### config.mk
export PLATFORM = sky130hd
export DESIGN_NAME = joystick_to_direction_keys
export DESIGN_NICKNAME = d
export VERILOG_FILES = /design/src/rtl/jdk_pkg.sv /design/src/rtl/jdk_axis_lane.sv /design/src/rtl/jdk_event_merge.sv /design/src/rtl/joystick_to_direction_keys.sv
export SDC_FILE = /design/constraint.sdc
export NUM_CORES = 1
export LEC_CHECK = 0
export ABC_AREA = 1
export BUFFER_PORTS_ARGS = -buffer_cell sky130_fd_sc_hd__buf_4
export CORE_MARGIN = 4
export CORE_UTILIZATION = 30
export CTS_BUF_LIST = sky130_fd_sc_hd__clkbuf_2 sky130_fd_sc_hd__clkbuf_4 sky130_fd_sc_hd__clkbuf_8
export DETAILED_ROUTE_END_ITERATION = 8
export GPL_ROUTABILITY_DRIVEN = 0
export GPL_TIMING_DRIVEN = 0
export PLACE_DENSITY = 0.54
export SLEW_MARGIN = 30
export SYNTH_ARGS = -nofsm -noshare
export SYNTH_HDL_FRONTEND = slang
export SYNTH_SLANG_ARGS = --single-unit
### constraint.sdc
create_clock -name clk -period 14.43 [get_ports clk]
set_input_delay 0 -clock clk [delete_from_list [all_inputs] [get_ports clk]]
set_output_delay 0 -clock clk [all_outputs]
set_load 0.01 [all_outputs]
### src/rtl/jdk_pkg.sv
// Shared types, constants and helpers for the joystick to direction keys block.
`timescale 1ns / 1ps

package jdk_pkg;

	localparam int SAMPLE_BITS = 12;
	localparam int AVG_DEPTH   = 3;
	localparam int CFG_BITS    = 12;
	localparam int CFG_IDX_BITS = 8;
	localparam int KEY_BITS    = 8;
	localparam int NUM_KEYS    = 4;

	localparam int LOG_DEPTH  = $clog2(AVG_DEPTH);
	localparam int SLOT_BITS  = (AVG_DEPTH > 1) ? LOG_DEPTH : 1;
	localparam int SUM_BITS   = SAMPLE_BITS + LOG_DEPTH;
	// floor(sum / AVG_DEPTH) = (sum * DIV_RECIP) >> DIV_SHIFT, exact for any SUM_BITS-wide sum
	localparam int DIV_SHIFT  = SUM_BITS + LOG_DEPTH;
	localparam int RECIP_BITS = DIV_SHIFT + 1;
	localparam int PROD_BITS  = SUM_BITS + RECIP_BITS;
	localparam logic [RECIP_BITS-1:0] DIV_RECIP = RECIP_BITS'(
		((64'd1 << DIV_SHIFT) + 64'(AVG_DEPTH) - 64'd1) / 64'(AVG_DEPTH));

	localparam int OFF_BITS = ((SAMPLE_BITS > CFG_BITS) ? SAMPLE_BITS : CFG_BITS) + 1;
	localparam int MAG_BITS = OFF_BITS - 1;

	// bit positions in the held-key vector
	localparam int KEY_BIT_W = 0;
	localparam int KEY_BIT_A = 1;
	localparam int KEY_BIT_S = 2;
	localparam int KEY_BIT_D = 3;

	localparam logic [KEY_BITS-1:0] KEY_W = 8'h57;
	localparam logic [KEY_BITS-1:0] KEY_A = 8'h41;
	localparam logic [KEY_BITS-1:0] KEY_S = 8'h53;
	localparam logic [KEY_BITS-1:0] KEY_D = 8'h44;

	localparam logic [CFG_BITS-1:0] CENTER_RST  = 12'd2048;
	localparam logic [CFG_BITS-1:0] RELEASE_RST = 12'd15;
	localparam logic [CFG_BITS-1:0] PRESS_RST   = 12'd55;

	typedef enum logic [CFG_IDX_BITS-1:0] {
		CFG_REST_X   = 8'd0,
		CFG_REST_Y   = 8'd1,
		CFG_RELEASE  = 8'd2,
		CFG_PRESS    = 8'd3
	} cfg_reg_t;

	typedef struct packed {
		logic [SAMPLE_BITS-1:0] sample_x;
		logic [SAMPLE_BITS-1:0] sample_y;
	} sample_word_t;

	typedef struct packed {
		logic [KEY_BITS-1:0] key_code;
		logic                pressed;
		logic                last;
	} key_event_t;

	typedef struct packed {
		logic en_s1;
		logic en_s2;
		logic en_s3;
	} lane_ctl_t;

	typedef struct packed {
		logic neg_press;
		logic pos_press;
		logic clear;
	} axis_dec_t;

	function automatic logic [KEY_BITS-1:0] key_code_f(input logic [1:0] idx);
		logic [KEY_BITS-1:0] code;
		case (idx)
			2'(KEY_BIT_W): code = KEY_W;
			2'(KEY_BIT_A): code = KEY_A;
			2'(KEY_BIT_S): code = KEY_S;
			2'(KEY_BIT_D): code = KEY_D;
			default:       code = KEY_W;
		endcase
		return code;
	endfunction

endpackage

### src/rtl/jdk_axis_lane.sv
// One axis lane: sample ring, moving mean, center offset and hysteresis decision.
`timescale 1ns / 1ps

module jdk_axis_lane (
	input  logic                             clk,
	input  logic                             arst_n,
	input  jdk_pkg::lane_ctl_t               ctl,
	input  logic [jdk_pkg::SAMPLE_BITS-1:0]  sample,
	input  logic [jdk_pkg::SLOT_BITS-1:0]    slot,
	input  logic [jdk_pkg::CFG_BITS-1:0]     center,
	input  logic [jdk_pkg::CFG_BITS-1:0]     press_th,
	input  logic [jdk_pkg::CFG_BITS-1:0]     release_th,
	output jdk_pkg::axis_dec_t               dec_s3
);

	logic [jdk_pkg::SAMPLE_BITS-1:0] ring_q [jdk_pkg::AVG_DEPTH];
	logic [jdk_pkg::SUM_BITS-1:0]    sum_c;
	logic [jdk_pkg::SUM_BITS-1:0]    sum_s1;
	logic [jdk_pkg::PROD_BITS-1:0]   prod_c;
	logic [jdk_pkg::SAMPLE_BITS-1:0] mean_s2;
	logic [jdk_pkg::OFF_BITS-1:0]    off_c;
	logic [jdk_pkg::MAG_BITS-1:0]    mag_c;
	logic                            neg_c;
	logic                            press_c;
	logic                            rel_c;

	// sum of the ring as it will be once the new sample lands in its slot
	always_comb begin
		sum_c = '0;
		for (int i = 0; i < jdk_pkg::AVG_DEPTH; i++) begin
			if (jdk_pkg::SLOT_BITS'(i) == slot) begin
				sum_c = sum_c + jdk_pkg::SUM_BITS'(sample);
			end else begin
				sum_c = sum_c + jdk_pkg::SUM_BITS'(ring_q[i]);
			end
		end
	end

	always_ff @(posedge clk or negedge arst_n) begin
		if (!arst_n) begin
			for (int i = 0; i < jdk_pkg::AVG_DEPTH; i++) begin
				ring_q[i] <= '0;
			end
		end else if (ctl.en_s1) begin
			ring_q[slot] <= sample;
		end
	end

	assign prod_c = jdk_pkg::PROD_BITS'(sum_s1) * jdk_pkg::PROD_BITS'(jdk_pkg::DIV_RECIP);

	assign off_c   = jdk_pkg::OFF_BITS'(mean_s2) - jdk_pkg::OFF_BITS'(center);
	assign neg_c   = off_c[jdk_pkg::OFF_BITS-1];
	assign mag_c   = neg_c ? jdk_pkg::MAG_BITS'(-off_c) : jdk_pkg::MAG_BITS'(off_c);
	assign press_c = mag_c > jdk_pkg::MAG_BITS'(press_th);
	assign rel_c   = mag_c < jdk_pkg::MAG_BITS'(release_th);

	always_ff @(posedge clk) begin
		if (ctl.en_s1) begin
			sum_s1 <= sum_c;
		end
		if (ctl.en_s2) begin
			mean_s2 <= prod_c[jdk_pkg::DIV_SHIFT +: jdk_pkg::SAMPLE_BITS];
		end
		if (ctl.en_s3) begin
			dec_s3.neg_press <= press_c && neg_c;
			dec_s3.pos_press <= press_c && !neg_c;
			dec_s3.clear     <= !press_c && rel_c;
		end
	end

endmodule

### src/rtl/jdk_event_merge.sv
// Merges both axis decisions into the held keys and emits one key event per word.
`timescale 1ns / 1ps

module jdk_event_merge (
	input  logic                clk,
	input  logic                arst_n,
	input  logic                dec_valid,
	input  jdk_pkg::axis_dec_t  dec_y,
	input  jdk_pkg::axis_dec_t  dec_x,
	output logic                dec_take,
	output logic                keyev_valid,
	input  logic                keyev_ready,
	output jdk_pkg::key_event_t keyev_word
);

	logic [jdk_pkg::NUM_KEYS-1:0] keys_q;
	logic [jdk_pkg::NUM_KEYS-1:0] mask_q;
	logic [jdk_pkg::NUM_KEYS-1:0] want_c;
	logic [jdk_pkg::NUM_KEYS-1:0] rest_c;
	logic [1:0]                   idx_c;
	logic                         free_c;

	always_comb begin
		want_c = keys_q;
		if (dec_y.neg_press) begin
			want_c[jdk_pkg::KEY_BIT_W] = 1'b1;
			want_c[jdk_pkg::KEY_BIT_S] = 1'b0;
		end else if (dec_y.pos_press) begin
			want_c[jdk_pkg::KEY_BIT_S] = 1'b1;
			want_c[jdk_pkg::KEY_BIT_W] = 1'b0;
		end else if (dec_y.clear) begin
			want_c[jdk_pkg::KEY_BIT_W] = 1'b0;
			want_c[jdk_pkg::KEY_BIT_S] = 1'b0;
		end
		if (dec_x.neg_press) begin
			want_c[jdk_pkg::KEY_BIT_A] = 1'b1;
			want_c[jdk_pkg::KEY_BIT_D] = 1'b0;
		end else if (dec_x.pos_press) begin
			want_c[jdk_pkg::KEY_BIT_D] = 1'b1;
			want_c[jdk_pkg::KEY_BIT_A] = 1'b0;
		end else if (dec_x.clear) begin
			want_c[jdk_pkg::KEY_BIT_A] = 1'b0;
			want_c[jdk_pkg::KEY_BIT_D] = 1'b0;
		end
	end

	// lowest pending key goes first: W, A, S, D
	always_comb begin
		if (mask_q[jdk_pkg::KEY_BIT_W]) begin
			idx_c = 2'(jdk_pkg::KEY_BIT_W);
		end else if (mask_q[jdk_pkg::KEY_BIT_A]) begin
			idx_c = 2'(jdk_pkg::KEY_BIT_A);
		end else if (mask_q[jdk_pkg::KEY_BIT_S]) begin
			idx_c = 2'(jdk_pkg::KEY_BIT_S);
		end else begin
			idx_c = 2'(jdk_pkg::KEY_BIT_D);
		end
	end

	assign rest_c      = mask_q & (mask_q - jdk_pkg::NUM_KEYS'(1));
	assign keyev_valid = |mask_q;
	assign free_c      = !keyev_valid || (keyev_ready && rest_c == '0);
	assign dec_take    = dec_valid && free_c;

	assign keyev_word.key_code = jdk_pkg::key_code_f(idx_c);
	assign keyev_word.pressed  = keys_q[idx_c];
	assign keyev_word.last     = rest_c == '0;

	always_ff @(posedge clk or negedge arst_n) begin
		if (!arst_n) begin
			keys_q <= '0;
			mask_q <= '0;
		end else if (dec_take) begin
			keys_q <= want_c;
			mask_q <= want_c ^ keys_q;
		end else if (keyev_valid && keyev_ready) begin
			mask_q <= rest_c;
		end
	end

endmodule

### src/rtl/joystick_to_direction_keys.sv
// Top level: joystick samples in, W/A/S/D press and release events out.
`timescale 1ns / 1ps

// Joystick to direction keys.
// sample_* channel: one word carries an X and a Y converter reading.
// keyev_* channel: one word per key whose state changed (key code, press or
//   release, last marks the final word for that sample), in the order W, A, S, D.
//   A sample that changes no key gives no word.
// cfg_* channel: register writes (0 center X, 1 center Y, 2 release threshold,
//   3 press threshold); cfg_ready is always high, other indexes are dropped.
//   Write only while no sample is in flight.
// A sample passes the ring sum (registered at acceptance), the reciprocal
//   multiply for the mean, the offset and hysteresis compare, then the event
//   register, each registered in turn; its first event comes from the event
//   register.
// Throughput: one sample per cycle while each gives at most one event and that
//   event is taken at once; more events (up to 4) hold the single event port.
// Reset clears the sample rings, the ring pointer and all held keys, and loads
//   the default registers (center 2048, release 15, press 55).
// Receiver stall: pending events hold, and the three-stage lane pipeline fills
//   before sample_ready drops.
module joystick_to_direction_keys (
	input  logic                                   clk,
	input  logic                                   arst_n,
	input  logic                                   sample_valid,
	output logic                                   sample_ready,
	input  jdk_pkg::sample_word_t                  sample_word,
	output logic                                   keyev_valid,
	input  logic                                   keyev_ready,
	output jdk_pkg::key_event_t                    keyev_word,
	input  logic                                   cfg_valid,
	output logic                                   cfg_ready,
	input  logic [jdk_pkg::CFG_IDX_BITS-1:0]       cfg_index,
	input  logic [jdk_pkg::CFG_BITS-1:0]           cfg_data
);

	logic [jdk_pkg::CFG_BITS-1:0]  rest_x_q;
	logic [jdk_pkg::CFG_BITS-1:0]  rest_y_q;
	logic [jdk_pkg::CFG_BITS-1:0]  release_q;
	logic [jdk_pkg::CFG_BITS-1:0]  press_q;
	logic [jdk_pkg::SLOT_BITS-1:0] slot_q;

	logic v_s1_q;
	logic v_s2_q;
	logic v_s3_q;
	logic free2_c;
	logic free3_c;
	logic in_fire;
	logic merge_take;

	jdk_pkg::lane_ctl_t ctl;
	jdk_pkg::axis_dec_t dec_x;
	jdk_pkg::axis_dec_t dec_y;

	// Register writes, always accepted
	assign cfg_ready = 1'b1;

	always_ff @(posedge clk or negedge arst_n) begin
		if (!arst_n) begin
			rest_x_q  <= jdk_pkg::CENTER_RST;
			rest_y_q  <= jdk_pkg::CENTER_RST;
			release_q <= jdk_pkg::RELEASE_RST;
			press_q   <= jdk_pkg::PRESS_RST;
		end else if (cfg_valid) begin
			case (cfg_index)
				jdk_pkg::CFG_REST_X:  rest_x_q  <= cfg_data;
				jdk_pkg::CFG_REST_Y:  rest_y_q  <= cfg_data;
				jdk_pkg::CFG_RELEASE: release_q <= cfg_data;
				jdk_pkg::CFG_PRESS:   press_q   <= cfg_data;
				default: ;
			endcase
		end
	end

	// Pipeline flow: a stage loads when the stage ahead is empty or moving
	assign free3_c      = !v_s3_q || merge_take;
	assign free2_c      = !v_s2_q || free3_c;
	assign sample_ready = !v_s1_q || free2_c;
	assign in_fire      = sample_valid && sample_ready;

	assign ctl.en_s1 = in_fire;
	assign ctl.en_s2 = v_s1_q && free2_c;
	assign ctl.en_s3 = v_s2_q && free3_c;

	always_ff @(posedge clk or negedge arst_n) begin
		if (!arst_n) begin
			v_s1_q <= 1'b0;
			v_s2_q <= 1'b0;
			v_s3_q <= 1'b0;
			slot_q <= '0;
		end else begin
			v_s1_q <= in_fire || (v_s1_q && !free2_c);
			v_s2_q <= ctl.en_s2 || (v_s2_q && !free3_c);
			v_s3_q <= ctl.en_s3 || (v_s3_q && !merge_take);
			if (in_fire) begin
				slot_q <= (slot_q == jdk_pkg::SLOT_BITS'(jdk_pkg::AVG_DEPTH - 1)) ?
					'0 : slot_q + jdk_pkg::SLOT_BITS'(1);
			end
		end
	end

	// Two lanes, one per axis, sharing ring pointer and thresholds
	jdk_axis_lane u_lane_x (
		.clk        (clk),
		.arst_n     (arst_n),
		.ctl        (ctl),
		.sample     (sample_word.sample_x),
		.slot       (slot_q),
		.center     (rest_x_q),
		.press_th   (press_q),
		.release_th (release_q),
		.dec_s3     (dec_x)
	);

	jdk_axis_lane u_lane_y (
		.clk        (clk),
		.arst_n     (arst_n),
		.ctl        (ctl),
		.sample     (sample_word.sample_y),
		.slot       (slot_q),
		.center     (rest_y_q),
		.press_th   (press_q),
		.release_th (release_q),
		.dec_s3     (dec_y)
	);

	// Merge: apply decisions to held keys, serialize the changes
	jdk_event_merge u_merge (
		.clk         (clk),
		.arst_n      (arst_n),
		.dec_valid   (v_s3_q),
		.dec_y       (dec_y),
		.dec_x       (dec_x),
		.dec_take    (merge_take),
		.keyev_valid (keyev_valid),
		.keyev_ready (keyev_ready),
		.keyev_word  (keyev_word)
	);

	// Input only backs up once every lane stage is occupied
	a_full_stall: assert property (@(posedge clk) disable iff (!arst_n)
		!sample_ready |-> (v_s1_q && v_s2_q && v_s3_q))
		else $error("sample_ready low with an empty pipeline stage");

	// The last stage waits only on pending events
	a_merge_wait: assert property (@(posedge clk) disable iff (!arst_n)
		(v_s3_q && !merge_take) |-> keyev_valid)
		else $error("decision stalled with no event pending");

	// Ring pointer stays within the ring
	a_slot_range: assert property (@(posedge clk) disable iff (!arst_n)
		slot_q <= jdk_pkg::SLOT_BITS'(jdk_pkg::AVG_DEPTH - 1))
		else $error("ring pointer out of range");

endmodule
==> run metrics, run 1 <==
status finished, final reports clean; global-route wire length before repair 83180 um; DIE WIDTH 268.3 um; startpoint types flip-flop; global route overflow 0; Clock Path Buffers 2; Ys Warns 0; f_max 0.1973 GHz; DIE AREA 72000 um^2; Area Overhead vs Synth 12.21%; CTS tree done; FF-to-FF path depth 18; Final setup viols 0; Hold Path Class input pin to flip-flop; hold depth 3; delay-heaviest family, CP adder cells; RSZ-0062 raised after global routing false; total wire length 49650 um; routed length per instance 13.62 um; Final period util 35.13%; via count 16420; Crit-path slowest cell edfxtp_1; Setup TNS Final 0 ns; EDFF count, synth 58; IO buf count 56; Rel. slew slack 44.71%; Detail Route Antenna Nets 0; Syn Area/Cell 7.734 um^2; CP cell instances ha_1 > ha_1 > inv_1 > fa_1 > inv_1 > fa_1 > inv_1 > fa_1 > fa_1 > inv_1 > ha_1 > a21oi_1 > a21boi_0 > o21ai_0 > a21oi_1 > nand2_1 > nand2_1 > nand2_1; Ports 62; clock root cell clkbuf_8; synthesized flop and latch total 191; Seq/Total Area, Yosys 25.00%; initial antenna violation count 0; Nets 3224; Filler cells 7127; # DRC 0; drt initial violations 793; Setup Skew 0.02127 ns; Worst-path clk slew 0.11 ns; max-slew violations 0; Starting Density 30.27%; ys async rst share 69.63%; Worst Path Arrival 5.39 ns; share of layout cells above drive strength 1 5.016%; Clk Latency, worst-skew pair 0.56 ns; Setup crit end kind flip-flop; Sink Count 191; WP buf/inv 4; min cycle time layout 5.069 ns; crit path max fanout 4; Crit Path Class flip-flop to flip-flop; first drt pass iteration count 5; ANT cells 0; TritonCTS buffer count 17; Via density 4.506; Core Region 67160 um^2; Top FF cell, synth dfrtp_1; DP Wirelength 41820 um; H-tree depth 4; Max-Cap Viols 0; synthesized area 20330 um^2; synth unique cells 49; Die Y 268.3 um; CP peak stage delay 0.52 ns; CP Depth 18; largest net degree at the start of global routing 69; post-synthesis cell count 2629; Worst Path Required 14.75 ns; vias in the first global route 16590; gr usage total 14.29%; worst slew pin tran 0.8294 ns; Final Hold Viols 0; Rows 95
-- area by class of cell --
class                           count  area [um^2]  area share, %
Buffer                             53        284.0          1.245
Clock buffer                       17        234.0          1.026
Clock inverter                     15        171.4         0.7513
Inverter                          513         1926          8.440
Multi-Input combinational cell   1875        13050          57.20
Sequential cell                   191         5084          22.28
Tap cell                          873         1092          4.788
Timing Repair Buffer              107        973.4          4.267
-- kinds of logic (layout without fill, tap and decap cells) --
| logic type | after synthesis | count (layout) | synth area share, % |
|---|---|---|---|
| other | 2 | 5 | 0.03694 |
| and+or+nand+nor | 985 | 985 | 20.09 |
| AOI/OAI and AO/OA | 377 | 377 | 10.07 |
| xor gates and xnor gates | 91 | 91 | 3.920 |
| DFF | 191 | 191 | 25.00 |
| buffers and inverters | 566 | 705 | 10.87 |
| adders and majority gates | 417 | 417 | 30.02 |
-- tightest hold or removal path, cell delays in order --
cell and delay, ns:
dlygate4sd3_1 0.54, buf_4 0.12, o21ai_0 0.06
-- flip-flops by register name, indices dropped and copies added (netlist names), 2 cells and up --
signal	cells
u_lane_y.dec_s3	3
u_lane_x.dec_s3	3
rest_x_q	12
press_q	12
rest_y_q	12
release_q	12
u_merge.keys_q	4
u_lane_y.mean_s2	12
u_lane_x.sum_s1	14
u_merge.mask_q	4
slot_q	2
u_lane_y.sum_s1	14
u_lane_y.ring_q	36
u_lane_x.ring_q	36
u_lane_x.mean_s2	12
-- path summary, 6_finish.rpt --
kind                                     startpoint              endpoint  slack (ns)
max in group asynchronous                    arst_n          release_q[1]       13.50
worst max-delay path             u_lane_y.sum_s1[8]  u_lane_y.mean_s2[11]        9.36
worst min register to register  u_lane_y.ring_q[10]   u_lane_y.ring_q[10]        0.48
worst max register to register   u_lane_y.sum_s1[8]  u_lane_y.mean_s2[11]        9.36
worst min-delay path                    keyev_ready     u_merge.mask_q[3]        0.19
min in group asynchronous                    arst_n    u_lane_x.ring_q[2]        0.53
-- Yosys cell counts, types with 34 or more instances --
cell type,number,area (um^2)
nand2_1,625,2346
inv_1,512,1922
ha_1,299,3741
o21ai_0,160,800.8
nand3_1,159,795.8
a21oi_1,151,755.7
nor2_1,128,480.5
dfrtp_1,122,3053
fa_1,118,2362
edfxtp_1,58,1742
xor2_1,57,499.2
xnor2_1,34,297.8
-- through the flow --
step | hold WS [ns] | utilization (%) | cells | worst slack, ns | instance area [um^2]
global placement | 0.2084 | 32.54 | 3561 | 9.360 | 21860
floorplan | -0.2956 | - | 2632 | 9.801 | 20340
global route | 0.1717 | 33.97 | 3644 | 9.088 | 22810
detailed placement | 0.003014 | 32.60 | 3562 | 9.341 | 21890
CTS | 0.1153 | 33.97 | 3644 | 9.313 | 22810
finish | 0.1939 | 33.97 | 3644 | 9.361 | 22810
-- placed cells by master, fill, tap and decap left out, types with 4 or more instances in the layout --
master and count:
a21o_1 14, a21oi_1 151, a31oi_1 11, buf_2 10, buf_4 62, buf_6 6
clkbuf_1 29, clkbuf_8 17, conb_1 5, dfrtp_1 122, dfstp_2 11, dlygate4sd3_1 49
edfxtp_1 58, fa_1 118, ha_1 299, inv_1 511, inv_8 5, nand2_1 625
nand3_1 159, nand3b_1 9, nand4_1 23, nor2_1 128, nor3_1 24, nor4_1 4
o21ai_0 160, o21bai_1 13, o31ai_1 4, xnor2_1 34, xor2_1 57
-- layer usage --
layer / GRT usage (%) / part of all wire [%] / up-vias
met4: 3.786 / 1.8 / 0
met1: 19.02 / 48 / 7509
li1: - / - / 8665
met3: 2.042 / 2.7 / 48
met2: 24.46 / 47 / 198
met5: 0 / 0 / -
-- what timing repair did --
| action | 4_1_cts | 5_1_grt |
|---|---|---|
| endpoints found under the hold margin | 254 | 0 |
| setup endpoints to repair | 0 | 0 |
| hold buffers | 50 | 0 |
| gates resized for setup | 0 | 0 |
| setup buffers | 0 | 0 |
Power of run 1 is not shown: default switching activity piles up to over one toggle a cycle in this logic, so the estimate is an artifact.
==> inputs of run 2 (changes only) <==
Settings changed: ABC_AREA 1 to 0.
Clock period 14.43 ns to 4.8 ns, I/O delays scaled along.
==> run 2 against run 1 <==
The flow now finishes with violations (negative setup slack). Critical path depth up 1. First-iteration DRC count down 37%. Sequential share of layout area up 0.37 points. Non-clock buffer count up 30. Core utilization up 2.4 points. Final cell count down 24%. Clock skew down 0.0017 ns. Critical path type unchanged.
==> run metrics, run 2 <==
Ys Warns 0 (unchanged); CP cell instances buf_6 > ha_4 > ha_4 > fa_2 > fa_1 > fa_1 > inv_2 > fa_1 > inv_2 > ha_4 > a21oi_2 > o21ai_2 > a22oi_2 > a21oi_2 > a2111o_1 > a21o_1 > a21o_4 > a21oi_2 > xnor2_2 (was ha_1 > ha_1 > inv_1 > fa_1 > inv_1 > fa_1 > inv_1 > fa_1 > fa_1 > inv_1 > ha_1 > a21oi_1 > a21boi_0 > o21ai_0 > a21oi_1 > nand2_1 > nand2_1 > nand2_1); Setup crit end kind flip-flop (unchanged); most frequent cells in the layout inv_1 (288), ha_1 (253), mux2_2 (140), dfrtp_1 (121), fa_1 (115) (was nand2_1 (625), inv_1 (511), ha_1 (299), o21ai_0 (160), nand3_1 (159)); vias in the first global route 13530 (was 16590); Area Overhead vs Synth 20.10% (was 12.21%); DIE AREA 66360 um^2 (was 72000 um^2); Top FF cell, synth dfrtp_1 (unchanged); synthesized flop and latch total 191 (unchanged); share of layout cells above drive strength 1 25.50% (was 5.016%); Seq/Total Area, Yosys 27.20% (was 25.00%); status finished with violations (was finished, final reports clean); Final setup viols 19 (was 0); Rows 91 (was 95); Synth area leader ha_1 (unchanged); Starting Density 30.29% (was 30.27%); critical path startpoint u_lane_y.sum_s1[5] (was u_lane_y.sum_s1[8]); EDFF count, synth 58 (unchanged); DIE WIDTH 257.6 um (was 268.3 um); failing checks negative setup slack; ys async rst share 69.63% (unchanged); max-slew violations 0 (unchanged); commonest non-fill, non-tap cell in the layout inv_1 (was nand2_1); Rel. slew slack 44.57% (was 44.71%); R2R setup slack -0.58 ns (was 9.36 ns); total wire length 42950 um (was 49650 um); startpoint types flip-flop (unchanged); Nets 2390 (was 3224); Clk Latency, worst-skew pair 0.53 ns (was 0.56 ns); crit path max fanout 4 (unchanged); synthesized area 18690 um^2 (was 20330 um^2); top-area cell type share of the netlist area 20.01% (was 18.40%); Post-synth top cells inv_1 (312), ha_1 (299), mux2_2 (140) (was nand2_1 (625), inv_1 (512), ha_1 (299)); Crit-path slowest cell fa_2 (was edfxtp_1); # DRC 0 (unchanged); top cells by area, synth ha_1 (20%), dfrtp_1 (16%), fa_1 (13%) (was ha_1 (18%), dfrtp_1 (15%), fa_1 (12%)); DP Wirelength 34150 um (was 41820 um); synth unique cells 76 (was 49); drt initial violations 499 (was 793); RSZ-0062 raised after global routing true (was false); clock root cell clkbuf_8 (unchanged); Die Y 257.6 um (was 268.3 um); Via density 4.562 (was 4.506); Setup Skew 0.01960 ns (was 0.02127 ns); Core Region 61710 um^2 (was 67160 um^2); Detail Route Antenna Nets 0 (unchanged); Max-Cap Viols 0 (unchanged); Worst Path Arrival 5.65 ns (was 5.39 ns); f_max 0.1860 GHz (was 0.1973 GHz); top flop regs u_lane_x.ring_q x36, u_lane_y.ring_q x36 (unchanged); Sink Count 191 (unchanged); global route overflow 0 (unchanged); most common cell in the netlist inv_1 (was nand2_1); Ports 62 (unchanged); worst slew pin tran 0.8293 ns (was 0.8294 ns); r2r startpoint u_lane_y.sum_s1[5] (was u_lane_y.sum_s1[8]); Filler cells 6182 (was 7127); Layout Utilization 36.38% (was 33.97%); FF-to-FF path depth 19 (was 18); IO buf count 56 (unchanged); Clock Path Buffers 2 (unchanged); post-synthesis cell count 1743 (was 2629); global-route wire length before repair 70500 um (was 83180 um); routed length per instance 15.46 um (was 13.62 um); Hold Path Class input pin to asynchronous set/reset pin (was input pin to flip-flop); Syn Area/Cell 10.72 um^2 (was 7.734 um^2); CP peak stage delay 0.61 ns (was 0.52 ns); Reg-to-Reg End u_lane_y.mean_s2[9] (was u_lane_y.mean_s2[11]); Final period util 112.0% (was 35.13%); Worst Slack Setup Final -0.5763 ns (was 9.361 ns); Worst-path clk slew 0.10 ns (was 0.11 ns); largest net degree at the start of global routing 79 (was 69); min cycle time layout 5.376 ns (was 5.069 ns); Worst Path Required 5.08 ns (was 14.75 ns); CTS tree done (unchanged); TritonCTS buffer count 17 (unchanged); H-tree depth 4 (unchanged); Crit Path Class flip-flop to flip-flop (unchanged); via count 12680 (was 16420); first drt pass iteration count 7 (was 5); initial antenna violation count 6 (was 0); gr usage total 13.19% (was 14.29%); Final Hold Viols 0 (unchanged)
## run 2: cell count changes in the layout (fill, tap and decap cells not counted), sizes merged, moves of 44 or more
cell and delta:
a21oi -76, buf +55, inv -203, mux2 +180, nand2 -570, nand3 -143, nor2 -72, o21ai -99
xnor2 +44
## run 2: timing repair
item | CTS | global route
hold buffers | 47 | 0
pin swaps | 46 | 33
setup endpoints to repair | 33 | 34
hold endpoints to repair | 262 | 0
gates resized for setup | 69 | 57
buffers inserted | 43 | 14
## run 2: cell families after synthesis
group	synth area share, %
XOR/XNOR	5.342
AO/OA/AOI/OAI	8.910
adder cells (fa/ha/maj)	32.71
other	0.04018
flip-flops	27.20
multiplexers	11.84
buffers and inverters	7.705
AND/OR/NAND/NOR	6.252
## run 2: area by class of cell
cell class | instances | area [um^2] | share of cell area (%)
clock buffers | 19 | 255.2 | 1.137
clock inverters | 13 | 206.4 | 0.9197
inverters | 314 | 1184 | 5.273
diodes | 5 | 12.51 | 0.05574
flip-flops and latches | 191 | 5085 | 22.65
plain buffers | 30 | 272.8 | 1.215
multi-input cells | 1210 | 12950 | 57.69
repair buffers | 160 | 1434 | 6.388
well taps | 837 | 1047 | 4.665
## run 2: routing by layer
| layer | wire (um) | vias to the layer above | global-route usage, % |
|---|---|---|---|
| met2 | 20790 | 159 | 22.46 |
| met1 | 20300 | 6217 | 17.70 |
| met4 | 527 | 2 | 2.954 |
| li1 | - | 6265 | - |
| met3 | 1331 | 34 | 2.167 |
| met5 | 7 | - | 0 |
## run 2: how the worst max path moves through the flow
| stage | endpoint | slack, ns | cells after the start |
|---|---|---|---|
| after floorplan | u_lane_x.mean_s2[11] | -0.23 | 20 |
| after global placement | u_lane_x.mean_s2[11] | -0.89 | 18 |
| after detailed placement | u_lane_x.mean_s2[11] | -0.89 | 18 |
| after CTS | u_lane_y.mean_s2[10] | -0.54 | 19 |
| after global routing | u_lane_y.mean_s2[10] | -0.75 | 19 |
| final | u_lane_y.mean_s2[9] | -0.58 | 19 |
## run 2: worst max-delay path, delay by kind of cell (launching register included)
kind	cells	cell delay [ns]
adder cells (fa/ha/maj)	7	2.78
XOR/XNOR	1	0.10
flip-flops	1	0.50
AO/OA/AOI/OAI	8	1.49
buffers and inverters	3	0.28
## run 2: through the flow
stage          hold WS, ns  setup TNS [ns]  std cells  setup slack [ns]  cell area, um^2
6_report           0.07414          -6.888       2779           -0.5763            22450
5_1_grt            0.05508          -10.10       2776           -0.7520            22440
4_1_cts            0.03305          -4.971       2761           -0.5366            22150
3_5_place_dp      -0.03468          -14.17       2640           -0.8888            20470
3_3_place_gp        0.2497          -12.67       2639           -0.8939            20430
2_1_floorplan      -0.2956          -1.203       1746           -0.2300            18960
Power of run 2 is left out for the same reason.
==> inputs of run 3 (changes only) <==
Settings changed: CORE_ASPECT_RATIO from default to 1.4, PLACE_DENSITY 0.54 to default.
==> run 3 against run 2 <==
The run still ends with negative setup slack left. First-iteration DRC count is 18% lower. Register-to-register slack better by 0.03 ns. Sequential share of layout area is 0.059 points higher. Routed wire length is 3.2% lower. Critical path type unchanged.
==> run metrics, run 3 (synthesized netlist as in run 2, its figures left out) <==
routed length per instance 15.02 um (was 15.46 um); DIE AREA 66420 um^2 (was 66360 um^2); Rows 108 (was 91); Final Hold Viols 0 (unchanged); TritonCTS buffer count 17 (unchanged); Clk Latency, worst-skew pair 0.57 ns (was 0.53 ns); DIE WIDTH 219.0 um (was 257.6 um); Max-Cap Viols 0 (unchanged); Final period util 111.4% (was 112.0%); metal1 wirelength 17290 um (was 20300 um); Sink Count 191 (unchanged); max-slew violations 0 (unchanged); FF-to-FF path depth 19 (unchanged); failing checks negative setup slack (unchanged); Setup Skew 0.02200 ns (was 0.01960 ns); pre-CTS WS -0.8870 ns (was -0.8888 ns); r2r startpoint u_lane_y.sum_s1[5] (unchanged); f_max 0.1870 GHz (was 0.1860 GHz); share of layout cells above drive strength 1 25.06% (was 25.50%); Worst Path Arrival 5.68 ns (was 5.65 ns); highest routed layer met4 (was met5); IO buf count 56 (unchanged); initial antenna violation count 0 (was 6); top flop regs u_lane_x.ring_q x36, u_lane_y.ring_q x36 (unchanged); total wire length 41570 um (was 42950 um); global route overflow 0 (unchanged); via count 12660 (was 12680); global-route wire length before repair 68790 um (was 70500 um); worst slew pin tran 0.7625 ns (was 0.8293 ns); DR WL met3 1066 um (was 1331 um); area of the multi-input gates 12950 um^2 (about the same); # DRC 0 (unchanged); gr usage total 12.95% (was 13.19%); Final setup viols 21 (was 19); WL met2 21870 um (was 20790 um); Hold Path Class input pin to asynchronous set/reset pin (unchanged); Worst Slack Setup Final -0.5472 ns (was -0.5763 ns); Ports 62 (unchanged); vias in the first global route 13950 (was 13530); Reg-to-Reg End u_lane_y.mean_s2[10] (was u_lane_y.mean_s2[9]); startpoint types flip-flop (unchanged); Core Region 61890 um^2 (was 61710 um^2); first drt pass iteration count 5 (was 7); Die Y 303.3 um (was 257.6 um); most frequent cells in the layout inv_1 (292), ha_1 (252), mux2_2 (140), dfrtp_1 (121), fa_1 (115) (was inv_1 (288), ha_1 (253), mux2_2 (140), dfrtp_1 (121), fa_1 (115)); ANT cells 0 (was 5); status finished with violations (unchanged); Area Overhead vs Synth 19.78% (was 20.10%); clock root cell clkbuf_8 (unchanged); Detail Route Antenna Nets 0 (unchanged); min cycle time layout 5.347 ns (was 5.376 ns); H-tree depth 4 (unchanged); largest net degree at the start of global routing 76 (was 79); Worst-path clk slew 0.11 ns (was 0.10 ns); Seq. cell area 5085 um^2 (unchanged); DP Wirelength 32930 um (was 34150 um); Via density 4.573 (was 4.562); Worst Path Required 5.13 ns (was 5.08 ns); crit path max fanout 4 (unchanged); Clock Path Buffers 2 (unchanged); Nets 2396 (was 2390); RSZ-0062 raised after global routing true (unchanged); Crit Path Class flip-flop to flip-flop (unchanged); drt initial violations 409 (was 499); R2R setup slack -0.55 ns (was -0.58 ns); Rel. slew slack 49.04% (was 44.57%); Filler cells 6165 (was 6182); Setup crit end kind flip-flop (unchanged); Starting Density 30.20% (was 30.29%); CTS tree done (unchanged); commonest non-fill, non-tap cell in the layout inv_1 (unchanged)
[run 3: cell count changes in the layout (fill, tap and decap cells not counted), moves of 4 or more]
cell           delta
buf_4             +8
diode_2           -5
buf_6             -4
bufinv_16         -4
dlygate4sd3_1     +4
ha_4              +4
inv_1             +4
inv_2             -4
[run 3: layer usage]
metal  global-route usage [%]  up-vias
li1                         -     6284
met1                    14.57     6144
met2                    24.16      155
met3                    2.227       74
met4                    5.133        0
met5                        0        -
[run 3: how the worst max path moves through the flow]
stage | cells after the start | endpoint | from | slack (ns)
CTS | 18 | u_lane_y.mean_s2[10] | u_lane_y.sum_s1[5] | -0.61
finish | 19 | u_lane_y.mean_s2[10] | u_lane_y.sum_s1[5] | -0.55
detailed placement | 18 | u_lane_x.mean_s2[11] | u_lane_x.sum_s1[7] | -0.89
floorplan | 20 | u_lane_x.mean_s2[11] | u_lane_x.sum_s1[7] | -0.23
global route | 20 | u_lane_y.mean_s2[10] | u_lane_y.sum_s1[3] | -0.73
global placement | 18 | u_lane_x.mean_s2[11] | u_lane_x.sum_s1[7] | -0.87
[run 3: area by class of cell]
class / count / area share, %
multi-input cells: 1210 / 57.86
flip-flops and latches: 191 / 22.71
repair buffers: 166 / 6.505
inverters: 314 / 5.287
well taps: 825 / 4.610
plain buffers: 30 / 1.174
clock buffers: 18 / 1.079
clock inverters: 14 / 0.7712
[run 3: worst max-delay path: stages (launching register included)]
cell and delay, ns:
edfxtp_1 0.50, buf_6 0.17, ha_4 0.25, ha_4 0.25, fa_1 0.53, fa_1 0.44
fa_1 0.51, inv_1 0.05, fa_1 0.49, inv_2 0.05, ha_4 0.22, a21oi_2 0.14
o21ai_2 0.10, a22oi_2 0.24, a21oi_2 0.09, a2111o_1 0.39, a21o_1 0.19, a21o_1 0.21
a31oi_1 0.18, xnor2_1 0.08
[run 3: repair_timing]
action	in CTS	in global routing
buffers inserted	43	15
resized for setup	61	52
hold buffers	51	0
setup endpoints to repair	29	36
pin swaps	46	30
hold endpoints to repair	292	0
[run 3: stage by stage]
stage	instance area (um^2)	hold slack (ns)	std cells	util [%]	TNS, ns
final	22390	0.04956	2768	36.18	-6.806
after global placement	20410	0.2419	2627	32.98	-11.66
after floorplan	18960	-0.2956	1746	-	-1.203
after global routing	22390	0.03955	2768	36.18	-10.42
after detailed placement	20450	-0.02395	2628	33.04	-12.48
after CTS	22030	0.001355	2754	35.60	-5.655
Power of run 3 is left out for the same reason.
